**src/ccfd_pkg.sv**
```systemverilog
// Shared types, codes and the CRC byte update for the frame deframer.
package ccfd_pkg;

  // Result status codes
  localparam logic [1:0] ST_NEED   = 2'd0;
  localparam logic [1:0] ST_RESYNC = 2'd1;
  localparam logic [1:0] ST_READY  = 2'd2;

  // Configuration register indexes
  localparam logic [2:0] CFG_SOF_FIRST  = 3'd0;
  localparam logic [2:0] CFG_SOF_SECOND = 3'd1;
  localparam logic [2:0] CFG_LIMIT      = 3'd2;
  localparam logic [2:0] CFG_POLY       = 3'd3;
  localparam logic [2:0] CFG_START      = 3'd4;
  localparam logic [2:0] CFG_REFLECT    = 3'd5;

  localparam int CFG_IDX_W  = 3;
  localparam int CFG_DATA_W = 16;

  typedef enum logic [1:0] {
    OUT_NEED    = 2'd0,
    OUT_RESYNC  = 2'd1,
    OUT_EMPTY   = 2'd2,
    OUT_PAYLOAD = 2'd3
  } out_kind_t;

  typedef struct packed {
    logic      ld_type;
    logic      crc_init;
    logic      crc_upd;
    logic      ld_len_lo;
    logic      clr_fill;
    logic      wr_payload;
    logic      ld_crc_lo;
    logic      rd_start;
    logic      rd_issue;
    logic      rd_adv;
    logic      emit;
    out_kind_t kind;
  } dp_cmd_t;

  typedef struct packed {
    logic is_first;
    logic is_second;
    logic len_over;
    logic len_zero;
    logic data_done;
    logic crc_ok;
    logic rd_last;
    logic out_free;
  } dp_sts_t;

  // One byte through a 16-bit CRC, either bit order.
  function automatic logic [15:0] crc_byte(input logic [15:0] crc, input logic [7:0] b,
                                           input logic [15:0] poly, input logic refl);
    logic [15:0] c;
    c = refl ? (crc ^ {8'h00, b}) : (crc ^ {b, 8'h00});
    for (int i = 0; i < 8; i++) begin
      if (refl) begin
        c = c[0] ? ((c >> 1) ^ poly) : (c >> 1);
      end else begin
        c = c[15] ? ((c << 1) ^ poly) : (c << 1);
      end
    end
    return c;
  endfunction

endpackage

```
**src/ccfd_ram.sv**
```systemverilog
// Generic single-port-write, registered-read RAM.
module ccfd_ram #(
  parameter int WIDTH = 8,
  parameter int DEPTH = 64
) (
  input  logic                                 clk,
  input  logic                                 we,
  input  logic [(DEPTH > 1 ? $clog2(DEPTH) : 1)-1:0] waddr,
  input  logic [WIDTH-1:0]                     wdata,
  input  logic                                 re,
  input  logic [(DEPTH > 1 ? $clog2(DEPTH) : 1)-1:0] raddr,
  output logic [WIDTH-1:0]                     rdata
);

  logic [WIDTH-1:0] mem [DEPTH];
  logic [WIDTH-1:0] rdata_r;

  always_ff @(posedge clk) begin
    if (we) begin
      mem[waddr] <= wdata;
    end
    if (re) begin
      rdata_r <= mem[raddr];
    end
  end

  assign rdata = rdata_r;

endmodule

```
**src/ccfd_ctrl.sv**
```systemverilog
// Frame phase controller: hunts markers, sequences header, payload, CRC and readout.
module ccfd_ctrl (
  input  logic              clk,
  input  logic              rst_n,
  input  logic              in_valid,
  output logic              in_ready,
  input  ccfd_pkg::dp_sts_t sts,
  output ccfd_pkg::dp_cmd_t cmd
);

  typedef enum logic [9:0] {
    S_SOF0  = 10'b00_0000_0001,
    S_SOF1  = 10'b00_0000_0010,
    S_TYPE  = 10'b00_0000_0100,
    S_LENLO = 10'b00_0000_1000,
    S_LENHI = 10'b00_0001_0000,
    S_DATA  = 10'b00_0010_0000,
    S_CRCLO = 10'b00_0100_0000,
    S_CRCHI = 10'b00_1000_0000,
    S_READ  = 10'b01_0000_0000,
    S_EMIT  = 10'b10_0000_0000
  } state_t;

  state_t state_r, state_nxt;
  logic   in_state;
  logic   acc;

  assign in_state = (state_r != S_READ) && (state_r != S_EMIT);
  assign in_ready = in_state && sts.out_free;
  assign acc      = in_valid && in_ready;

  always_comb begin
    state_nxt = state_r;
    cmd       = '0;
    cmd.kind  = ccfd_pkg::OUT_NEED;
    case (state_r)
      S_SOF0: begin
        if (acc) begin
          cmd.emit = 1'b1;
          if (sts.is_first) state_nxt = S_SOF1;
        end
      end
      S_SOF1: begin
        if (acc) begin
          cmd.emit = 1'b1;
          if (sts.is_second) state_nxt = S_TYPE;
          else if (!sts.is_first) state_nxt = S_SOF0;
        end
      end
      S_TYPE: begin
        if (acc) begin
          cmd.emit     = 1'b1;
          cmd.ld_type  = 1'b1;
          cmd.crc_init = 1'b1;
          state_nxt    = S_LENLO;
        end
      end
      S_LENLO: begin
        if (acc) begin
          cmd.emit      = 1'b1;
          cmd.ld_len_lo = 1'b1;
          cmd.crc_upd   = 1'b1;
          state_nxt     = S_LENHI;
        end
      end
      S_LENHI: begin
        if (acc) begin
          cmd.emit    = 1'b1;
          cmd.crc_upd = 1'b1;
          if (sts.len_over) begin
            cmd.kind  = ccfd_pkg::OUT_RESYNC;
            state_nxt = S_SOF0;
          end else begin
            cmd.clr_fill = 1'b1;
            state_nxt    = sts.len_zero ? S_CRCLO : S_DATA;
          end
        end
      end
      S_DATA: begin
        if (acc) begin
          cmd.emit       = 1'b1;
          cmd.wr_payload = 1'b1;
          cmd.crc_upd    = 1'b1;
          if (sts.data_done) state_nxt = S_CRCLO;
        end
      end
      S_CRCLO: begin
        if (acc) begin
          cmd.emit      = 1'b1;
          cmd.ld_crc_lo = 1'b1;
          state_nxt     = S_CRCHI;
        end
      end
      S_CRCHI: begin
        if (acc) begin
          if (!sts.crc_ok) begin
            cmd.emit  = 1'b1;
            cmd.kind  = ccfd_pkg::OUT_RESYNC;
            state_nxt = S_SOF0;
          end else if (sts.len_zero) begin
            cmd.emit  = 1'b1;
            cmd.kind  = ccfd_pkg::OUT_EMPTY;
            state_nxt = S_SOF0;
          end else begin
            cmd.rd_start = 1'b1;
            state_nxt    = S_READ;
          end
        end
      end
      S_READ: begin
        cmd.rd_issue = 1'b1;
        state_nxt    = S_EMIT;
      end
      S_EMIT: begin
        // RAM data is valid here; hold it until the output slot frees up
        if (sts.out_free) begin
          cmd.emit   = 1'b1;
          cmd.kind   = ccfd_pkg::OUT_PAYLOAD;
          cmd.rd_adv = 1'b1;
          state_nxt  = sts.rd_last ? S_SOF0 : S_READ;
        end
      end
      default: state_nxt = S_SOF0;
    endcase
  end

  always_ff @(posedge clk) begin
    if (!rst_n) begin
      state_r <= S_SOF0;
    end else begin
      state_r <= state_nxt;
    end
  end

endmodule

```
**src/ccfd_datapath.sv**
```systemverilog
// Deframer datapath: config registers, header fields, CRC, payload store, output register.
module ccfd_datapath #(
  parameter int MAX_PAYLOAD = 64
) (
  input  logic                                clk,
  input  logic                                rst_n,
  input  logic                                cfg_we,
  input  logic [ccfd_pkg::CFG_IDX_W-1:0]      cfg_index,
  input  logic [ccfd_pkg::CFG_DATA_W-1:0]     cfg_data,
  input  logic [7:0]                          in_data,
  input  ccfd_pkg::dp_cmd_t                   cmd,
  output ccfd_pkg::dp_sts_t                   sts,
  input  logic                                out_ready,
  output logic                                out_valid,
  output logic [1:0]                          out_status,
  output logic [7:0]                          out_frame_type,
  output logic [6:0]                          out_frame_length,
  output logic [5:0]                          out_byte_index,
  output logic [7:0]                          out_payload_byte,
  output logic                                out_byte_valid,
  output logic                                out_last
);

  localparam int AW = (MAX_PAYLOAD > 1) ? $clog2(MAX_PAYLOAD) : 1;
  localparam logic [6:0] MaxLim = 7'(MAX_PAYLOAD);

  // configuration
  logic [7:0]  sof_first_r, sof_second_r;
  logic [6:0]  limit_r;
  logic [15:0] poly_r, start_r;
  logic        refl_r;

  // frame state
  logic [7:0]  type_r;
  logic [7:0]  len_r;
  logic [6:0]  fill_r, fill_nxt;
  logic [15:0] crc_r, crc_nxt;
  logic [7:0]  crc_lo_r;
  logic [5:0]  rd_cnt_r, rd_cnt_nxt;

  // output register
  logic        out_valid_r, out_valid_nxt;
  logic [1:0]  o_status_r;
  logic [7:0]  o_type_r;
  logic [6:0]  o_len_r;
  logic [5:0]  o_idx_r;
  logic [7:0]  o_byte_r;
  logic        o_bvalid_r;
  logic        o_last_r;

  logic [6:0]  lim;
  logic [6:0]  fill_inc;
  logic [6:0]  rd_inc;
  logic [7:0]  ram_rdata;

  assign lim      = (limit_r > MaxLim) ? MaxLim : limit_r;
  assign fill_inc = fill_r + 7'd1;
  assign rd_inc   = {1'b0, rd_cnt_r} + 7'd1;

  assign sts.is_first  = (in_data == sof_first_r);
  assign sts.is_second = (in_data == sof_second_r);
  // full 16-bit length {in_data, len_r} against the limit
  assign sts.len_over  = (in_data != 8'd0) || (len_r > {1'b0, lim});
  assign sts.len_zero  = (len_r == 8'd0);
  assign sts.data_done = ({1'b0, fill_inc} >= len_r) || (fill_inc >= MaxLim);
  assign sts.crc_ok    = ({in_data, crc_lo_r} == crc_r);
  assign sts.rd_last   = ({1'b0, rd_inc} == len_r);
  assign sts.out_free  = !out_valid_r || out_ready;

  always_comb begin
    crc_nxt = crc_r;
    if (cmd.crc_init) begin
      crc_nxt = ccfd_pkg::crc_byte(start_r, in_data, poly_r, refl_r);
    end else if (cmd.crc_upd) begin
      crc_nxt = ccfd_pkg::crc_byte(crc_r, in_data, poly_r, refl_r);
    end
  end

  always_comb begin
    fill_nxt = fill_r;
    if (cmd.clr_fill) fill_nxt = 7'd0;
    else if (cmd.wr_payload) fill_nxt = fill_inc;
  end

  always_comb begin
    rd_cnt_nxt = rd_cnt_r;
    if (cmd.rd_start) rd_cnt_nxt = 6'd0;
    else if (cmd.rd_adv) rd_cnt_nxt = rd_inc[5:0];
  end

  always_comb begin
    out_valid_nxt = out_valid_r;
    if (cmd.emit) out_valid_nxt = 1'b1;
    else if (out_ready) out_valid_nxt = 1'b0;
  end

  always_ff @(posedge clk) begin
    if (!rst_n) begin
      sof_first_r  <= 8'd170;
      sof_second_r <= 8'd85;
      limit_r      <= 7'd64;
      poly_r       <= 16'h1021;
      start_r      <= 16'hFFFF;
      refl_r       <= 1'b0;
      fill_r       <= 7'd0;
      rd_cnt_r     <= 6'd0;
      out_valid_r  <= 1'b0;
    end else begin
      if (cfg_we) begin
        case (cfg_index)
          ccfd_pkg::CFG_SOF_FIRST:  sof_first_r  <= cfg_data[7:0];
          ccfd_pkg::CFG_SOF_SECOND: sof_second_r <= cfg_data[7:0];
          ccfd_pkg::CFG_LIMIT:      limit_r      <= cfg_data[6:0];
          ccfd_pkg::CFG_POLY:       poly_r       <= cfg_data;
          ccfd_pkg::CFG_START:      start_r      <= cfg_data;
          ccfd_pkg::CFG_REFLECT:    refl_r       <= cfg_data[0];
          default: ;
        endcase
      end
      fill_r      <= fill_nxt;
      rd_cnt_r    <= rd_cnt_nxt;
      out_valid_r <= out_valid_nxt;
    end
  end

  always_ff @(posedge clk) begin
    crc_r <= crc_nxt;
    if (cmd.ld_type) type_r <= in_data;
    if (cmd.ld_len_lo) len_r <= in_data;
    if (cmd.ld_crc_lo) crc_lo_r <= in_data;
    if (cmd.emit) begin
      case (cmd.kind)
        ccfd_pkg::OUT_NEED, ccfd_pkg::OUT_RESYNC: begin
          o_status_r <= (cmd.kind == ccfd_pkg::OUT_RESYNC) ? ccfd_pkg::ST_RESYNC
                                                            : ccfd_pkg::ST_NEED;
          o_type_r   <= 8'd0;
          o_len_r    <= 7'd0;
          o_idx_r    <= 6'd0;
          o_byte_r   <= 8'd0;
          o_bvalid_r <= 1'b0;
          o_last_r   <= 1'b1;
        end
        ccfd_pkg::OUT_EMPTY: begin
          o_status_r <= ccfd_pkg::ST_READY;
          o_type_r   <= type_r;
          o_len_r    <= 7'd0;
          o_idx_r    <= 6'd0;
          o_byte_r   <= 8'd0;
          o_bvalid_r <= 1'b0;
          o_last_r   <= 1'b1;
        end
        default: begin
          o_status_r <= ccfd_pkg::ST_READY;
          o_type_r   <= type_r;
          o_len_r    <= len_r[6:0];
          o_idx_r    <= rd_cnt_r;
          o_byte_r   <= ram_rdata;
          o_bvalid_r <= 1'b1;
          o_last_r   <= sts.rd_last;
        end
      endcase
    end
  end

  ccfd_ram #(
    .WIDTH(8),
    .DEPTH(MAX_PAYLOAD)
  ) u_store (
    .clk  (clk),
    .we   (cmd.wr_payload),
    .waddr(fill_r[AW-1:0]),
    .wdata(in_data),
    .re   (cmd.rd_issue),
    .raddr(rd_cnt_r[AW-1:0]),
    .rdata(ram_rdata)
  );

  assign out_valid        = out_valid_r;
  assign out_status       = o_status_r;
  assign out_frame_type   = o_type_r;
  assign out_frame_length = o_len_r;
  assign out_byte_index   = o_idx_r;
  assign out_payload_byte = o_byte_r;
  assign out_byte_valid   = o_bvalid_r;
  assign out_last         = o_last_r;

endmodule

```
**src/crc_checked_frame_deframer.sv**
```systemverilog
// Deframer top level: byte stream in, one result per byte or a payload burst per good frame.
// Each accepted byte, bar the final CRC byte of a good non-empty frame, is answered by a status
// result from the output register on the next cycle; bytes flow one per cycle unless out stalls.
// A good frame's payload then streams from the store byte by byte (registered RAM read, then
// output load); no input is taken while it streams.
// rst_n (synchronous) restores config defaults, returns to marker hunt and empties the
// output; the payload store is not cleared.
module crc_checked_frame_deframer #(
  parameter int MAX_PAYLOAD = 64
) (
  input  logic                            clk,
  input  logic                            rst_n,
  input  logic                            cfg_we,
  input  logic [ccfd_pkg::CFG_IDX_W-1:0]  cfg_index,
  input  logic [ccfd_pkg::CFG_DATA_W-1:0] cfg_data,
  input  logic                            in_tvalid,
  output logic                            in_tready,
  input  logic [7:0]                      in_tdata,   // [7:0] data_byte
  output logic                            out_tvalid,
  input  logic                            out_tready,
  // [7:0] frame_type, [14:8] frame_length, [20:15] byte_index, [28:21] payload_byte, 0 pad
  output logic [31:0]                     out_tdata,
  output logic [2:0]                      out_tuser,  // [1:0] status, [2] byte_valid
  output logic                            out_tlast   // last
);

  ccfd_pkg::dp_cmd_t cmd;
  ccfd_pkg::dp_sts_t sts;

  logic [1:0] status;
  logic [7:0] frame_type;
  logic [6:0] frame_length;
  logic [5:0] byte_index;
  logic [7:0] payload_byte;
  logic       byte_valid;

  ccfd_ctrl u_ctrl (
    .clk     (clk),
    .rst_n   (rst_n),
    .in_valid(in_tvalid),
    .in_ready(in_tready),
    .sts     (sts),
    .cmd     (cmd)
  );

  ccfd_datapath #(
    .MAX_PAYLOAD(MAX_PAYLOAD)
  ) u_dp (
    .clk             (clk),
    .rst_n           (rst_n),
    .cfg_we          (cfg_we),
    .cfg_index       (cfg_index),
    .cfg_data        (cfg_data),
    .in_data         (in_tdata),
    .cmd             (cmd),
    .sts             (sts),
    .out_ready       (out_tready),
    .out_valid       (out_tvalid),
    .out_status      (status),
    .out_frame_type  (frame_type),
    .out_frame_length(frame_length),
    .out_byte_index  (byte_index),
    .out_payload_byte(payload_byte),
    .out_byte_valid  (byte_valid),
    .out_last        (out_tlast)
  );

  assign out_tdata = {3'b000, payload_byte, byte_index, frame_length, frame_type};
  assign out_tuser = {byte_valid, status};

endmodule

```
**config.mk**
```make
export PLATFORM = sky130hd
export DESIGN_NAME = crc_checked_frame_deframer
export DESIGN_NICKNAME = d
export VERILOG_FILES = /design/src/ccfd_pkg.sv /design/src/ccfd_ram.sv /design/src/ccfd_ctrl.sv /design/src/ccfd_datapath.sv /design/src/crc_checked_frame_deframer.sv
export SDC_FILE = /design/constraint.sdc
export NUM_CORES = 2
export LEC_CHECK = 0
export BUFFER_PORTS_ARGS = -buffer_cell sky130_fd_sc_hd__clkbuf_2
export CORE_MARGIN = 4
export CORE_UTILIZATION = 40
export CTS_BUF_LIST = sky130_fd_sc_hd__clkbuf_8
export DETAILED_ROUTE_END_ITERATION = 6
export GPL_TIMING_DRIVEN = 1
export PLACE_DENSITY_LB_ADDON = 0.1
export SKIP_CTS_REPAIR_TIMING = 1
export SLEW_MARGIN = 10
export SYNTH_ARGS = -nofsm -noshare
export SYNTH_HDL_FRONTEND = slang
export SYNTH_HIERARCHICAL = 1
export SYNTH_SLANG_ARGS = --single-unit
```
**constraint.sdc**
```tcl
create_clock -name clk -period 5.16 [get_ports clk]
set_clock_uncertainty 0.15 [all_clocks]
set_input_delay 0.258 -clock clk [delete_from_list [all_inputs] [get_ports clk]]
set_output_delay 0.258 -clock clk [all_outputs]
set_load 0.05 [all_outputs]
```
==> impl_results.md <==
- Pwr Total: between 10 and 15 mW
- Max-slew headroom: approximately 34%
- RSZ-0062 raised after global routing: true
- Met1 WL: 73400 microns
- Setup TNS: -4.06 ns
- CP dominant cell by count: buf_4
- Post-Synth Simple-Gate Area: 15.4%
- Top-count cell post-synth: edfxtp_1
- Worst slew pin tran: approximately 1 ns
- Period Utilization, post-route: 107%
- CP top delay family: compound AO/OA/AOI/OAI gates
- Sequential area share after synthesis: between 40% and 50%
- Post-synthesis async set-or-reset flop share: 0%
- Largest cells by area after synthesis: edfxtp_1, mux4_2, dfxtp_1, nand2_1, xnor2_1
- Unique masters post-synth: between 100 and 150
- Drt pass-1 iters: 6
- Starting Density: between 40% and 50%
- Clock root buffer master: clkbuf_8
- Max cap viols: 0
- Worst setup SP type: flip-flop
- Share of cells above drive strength 1: between 30 and 40%
- Antenna-violating nets left: 0
- Reg clk slew, reported paths: 0.09 ns
- Antenna violations before repair: 9
- GR Overflow Total: 0
- Met3 WL post-DR: roughly 14000 microns
- WL met2: between 70000 and 80000 microns
- H-Tree Depth: 3
- First-pass GRT wire length: ~250000 microns
- Multi-input gate area: 22800 sq um
- Synth Area in XOR/XNOR: under 10%
- Iter 0 DRT Violations: around 4000
- Syn Area/Cell: around 11 sq um
- Synth Cell Area: ~42000 sq um
- Status: finished with violations
- Top sig layer: met5
- GP Congestion: roughly 0.98
- Final nets: 4849
- Top_reg_cell synth: edfxtp_1
- Ports: 70
- Port bufs: 66
- Post-route cell area: roughly 55000 sq um
- Crit. End Element: flip-flop
- Longest Clk Path Bufs: 3
- WL per Instance: roughly 28 microns
- Max-slew violation count: 0
- Post-DP HPWL: between 100000 and 150000 microns
- Placement Rows: between 100 and 150
- Post-synthesis register bit count: roughly 670
- Clock sinks: around 670
- Synth Area in Adders: less than 1%
- CP Class: reg2reg
- Clk_lat worst skew: between 0.7 and 0.8 ns
- Die extent in x: 332 microns
- Die ar.: between 100000 and 150000 sq um
- Max incr delay on CP: about 0.37 ns
- Failing checks: negative setup slack
- Core area: 104000 sq um
- Largest net degree at the start of global routing: 103
- Commonest cells in the synthesized netlist: edfxtp_1, nand2_1, nor2_1, clkbuf_1, xnor2_1
- CTS Buf Count: around 110
- Reg area: about 19000 sq um
- Layout fillers: 9340
- Routed via count: 38300
- Tmin final: around 5.5 ns
- Setup ws final: -0.352 ns
- Via density: 6.12
- Mux cell area share after synthesis: under 10%
- DRC Markers: 0
- Slowest library cell on the worst path: o31ai_2
- Worst-path maximum fanout: 6
- Final wirelength: ~180000 microns
- Cell taking the most area after synthesis: edfxtp_1
- Yosys synthesis warning count: 6
- Leak: around 20 nW
- Crit path buf inv count: 9
- EDFF count, synth: 593
- Area Growth Syn to Fin: 31.5%
- Largest family of logic cells by synthesized area: compound AO/OA/AOI/OAI gates
- Pwr dens: 258 nW/um^2
- Hold/Removal Path Class: in2reg
- VDD IR max: about 0.21 mV
- Post-Synthesis Cells: about 3800
- Die height: 332 microns
- Yosys top cell area share: a little over two fifths
- Worst EP required: about 5.5 ns
- CP arrival: approximately 5.9 ns
- Final hold vios: 0
- Synth Area in Compound Gates: about a fifth
- GRT Util Overall: 30.5%
- Setup Viol. Count Final: 16
- Max frequency: about 0.18 GHz
- CTS tree: yes
- Placed inst area: between 50000 and 60000 sq um
- Vias in the first global route: roughly 36000
[kinds of logic (layout without fill, tap and decap cells)]
kind of cell	after synthesis	in the layout
buffers and inverters	354	1380
AOI/OAI and AO/OA	1050	1050
muxes	248	248
DFF	673	673
adders and majority gates	16	16
xor gates and xnor gates	223	223
other	1	5
and+or+nand+nor	1282	1282
[routing by layer]
metal	vias to the layer above	GRT usage (%)
li1	17000	-
met1	19000	41.9
met2	1836	47.2
met3	441	5.40
met4	6	13.6
met5	-	0
[worst paths after layout]
path                        from                       to  slack [ns]  cells past startpoint
min                  in_tdata[1]  u_dp/u_store/mem[28][1]        0.02                      2
max                  u_dp/refl_r           u_dp/crc_r[13]       -0.35                     26
max reg2reg          u_dp/refl_r           u_dp/crc_r[13]       -0.35                     26
min reg2reg  u_dp/sof_first_r[4]      u_dp/sof_first_r[4]        0.33                      2
[power by group]
group	switching, mW	total (mW)	internal (mW)	leakage, nW
combinational	2.08	3.81	1.72	12.9
clock	2.22	4.45	2.23	1.13
sequential	0.0426	6.02	5.98	6.02
[flip-flops by register name, indices dropped and copies added (netlist names), 6 cells and up]
| register | count |
|---|---|
| u_dp/limit_r | 7 |
| u_dp/fill_r | 7 |
| u_dp/u_store/rdata | 8 |
| u_dp/sof_second_r | 8 |
| u_dp/out_frame_type | 8 |
| u_dp/start_r | 16 |
| u_dp/poly_r | 16 |
| u_dp/out_payload_byte | 8 |
| u_dp/len_r | 8 |
| u_dp/sof_first_r | 8 |
| u_dp/rd_cnt_r | 6 |
| u_dp/crc_r | 16 |
| u_ctrl/state_r | 10 |
| u_dp/crc_lo_r | 8 |
| u_dp/type_r | 8 |
| u_dp/out_byte_index | 6 |
| u_dp/u_store/mem | 512 |
| u_dp/out_frame_length | 7 |
[placed cells by master, fill, tap and decap left out, types with 34 or more instances in the layout]
cell type	instances
a211oi_1	53
a211oi_2	34
a21boi_0	34
a21oi_1	122
and2_1	40
and3_1	65
buf_12	34
buf_4	1006
clkbuf_2	58
clkbuf_8	115
dfxtp_1	62
edfxtp_1	593
inv_1	57
mux2_2	35
mux2i_1	78
mux4_2	126
nand2_1	342
nand2b_1	39
nand3_1	125
nand4_1	44
nor2_1	258
nor2b_1	43
nor3_1	79
o211ai_1	65
o21ai_0	98
o22ai_1	42
xnor2_1	136
xor2_1	55
[worst register-to-register path: stages, from the launching register on]
cell and delay [ns]:
dfxtp_4 0.36, buf_4 0.18, buf_4 0.15, buf_4 0.14, nand2b_1 0.16, nor3_1 0.07, o31ai_2 0.37, o31ai_4 0.15
buf_4 0.17, or2_4 0.27, o211ai_4 0.26, buf_8 0.16, a21oi_1 0.06, buf_4 0.16, xnor2_4 0.31, xor2_4 0.15
buf_4 0.17, o211ai_4 0.19, buf_4 0.15, a22oi_1 0.06, a211o_1 0.36, mux2_2 0.29, a22o_1 0.25, buf_4 0.15
xor2_1 0.16, o32ai_2 0.14, a31oi_1 0.08
[stage by stage]
step | instances | worst slack (ns) | utilization [%] | hold WS [ns]
2_1_floorplan | 3849 | 0.0278 | - | 0.207
3_3_place_gp | 5990 | -1.04 | 48.6 | 0.314
6_report | 6257 | -0.352 | 53.2 | 0.0213
4_1_cts | 6174 | -1.03 | 50.6 | -0.408
3_5_place_dp | 5990 | -0.975 | 48.6 | 0.322
5_1_grt | 6256 | -0.487 | 53.2 | 0.00570
[layout make-up]
| type | instances | area share (%) |
|---|---|---|
| Antenna cell | 2 | 0.00905 |
| Inverter | 38 | 0.278 |
| Timing Repair Buffer | 1158 | 16.6 |
| Clock inverter | 69 | 0.813 |
| Sequential cell | 673 | 35.2 |
| Clock buffer | 115 | 2.86 |
| Multi-Input combinational cell | 2822 | 41.2 |
| Tap cell | 1380 | 3.12 |
Note: power is estimated with default switching activity, not from simulation.
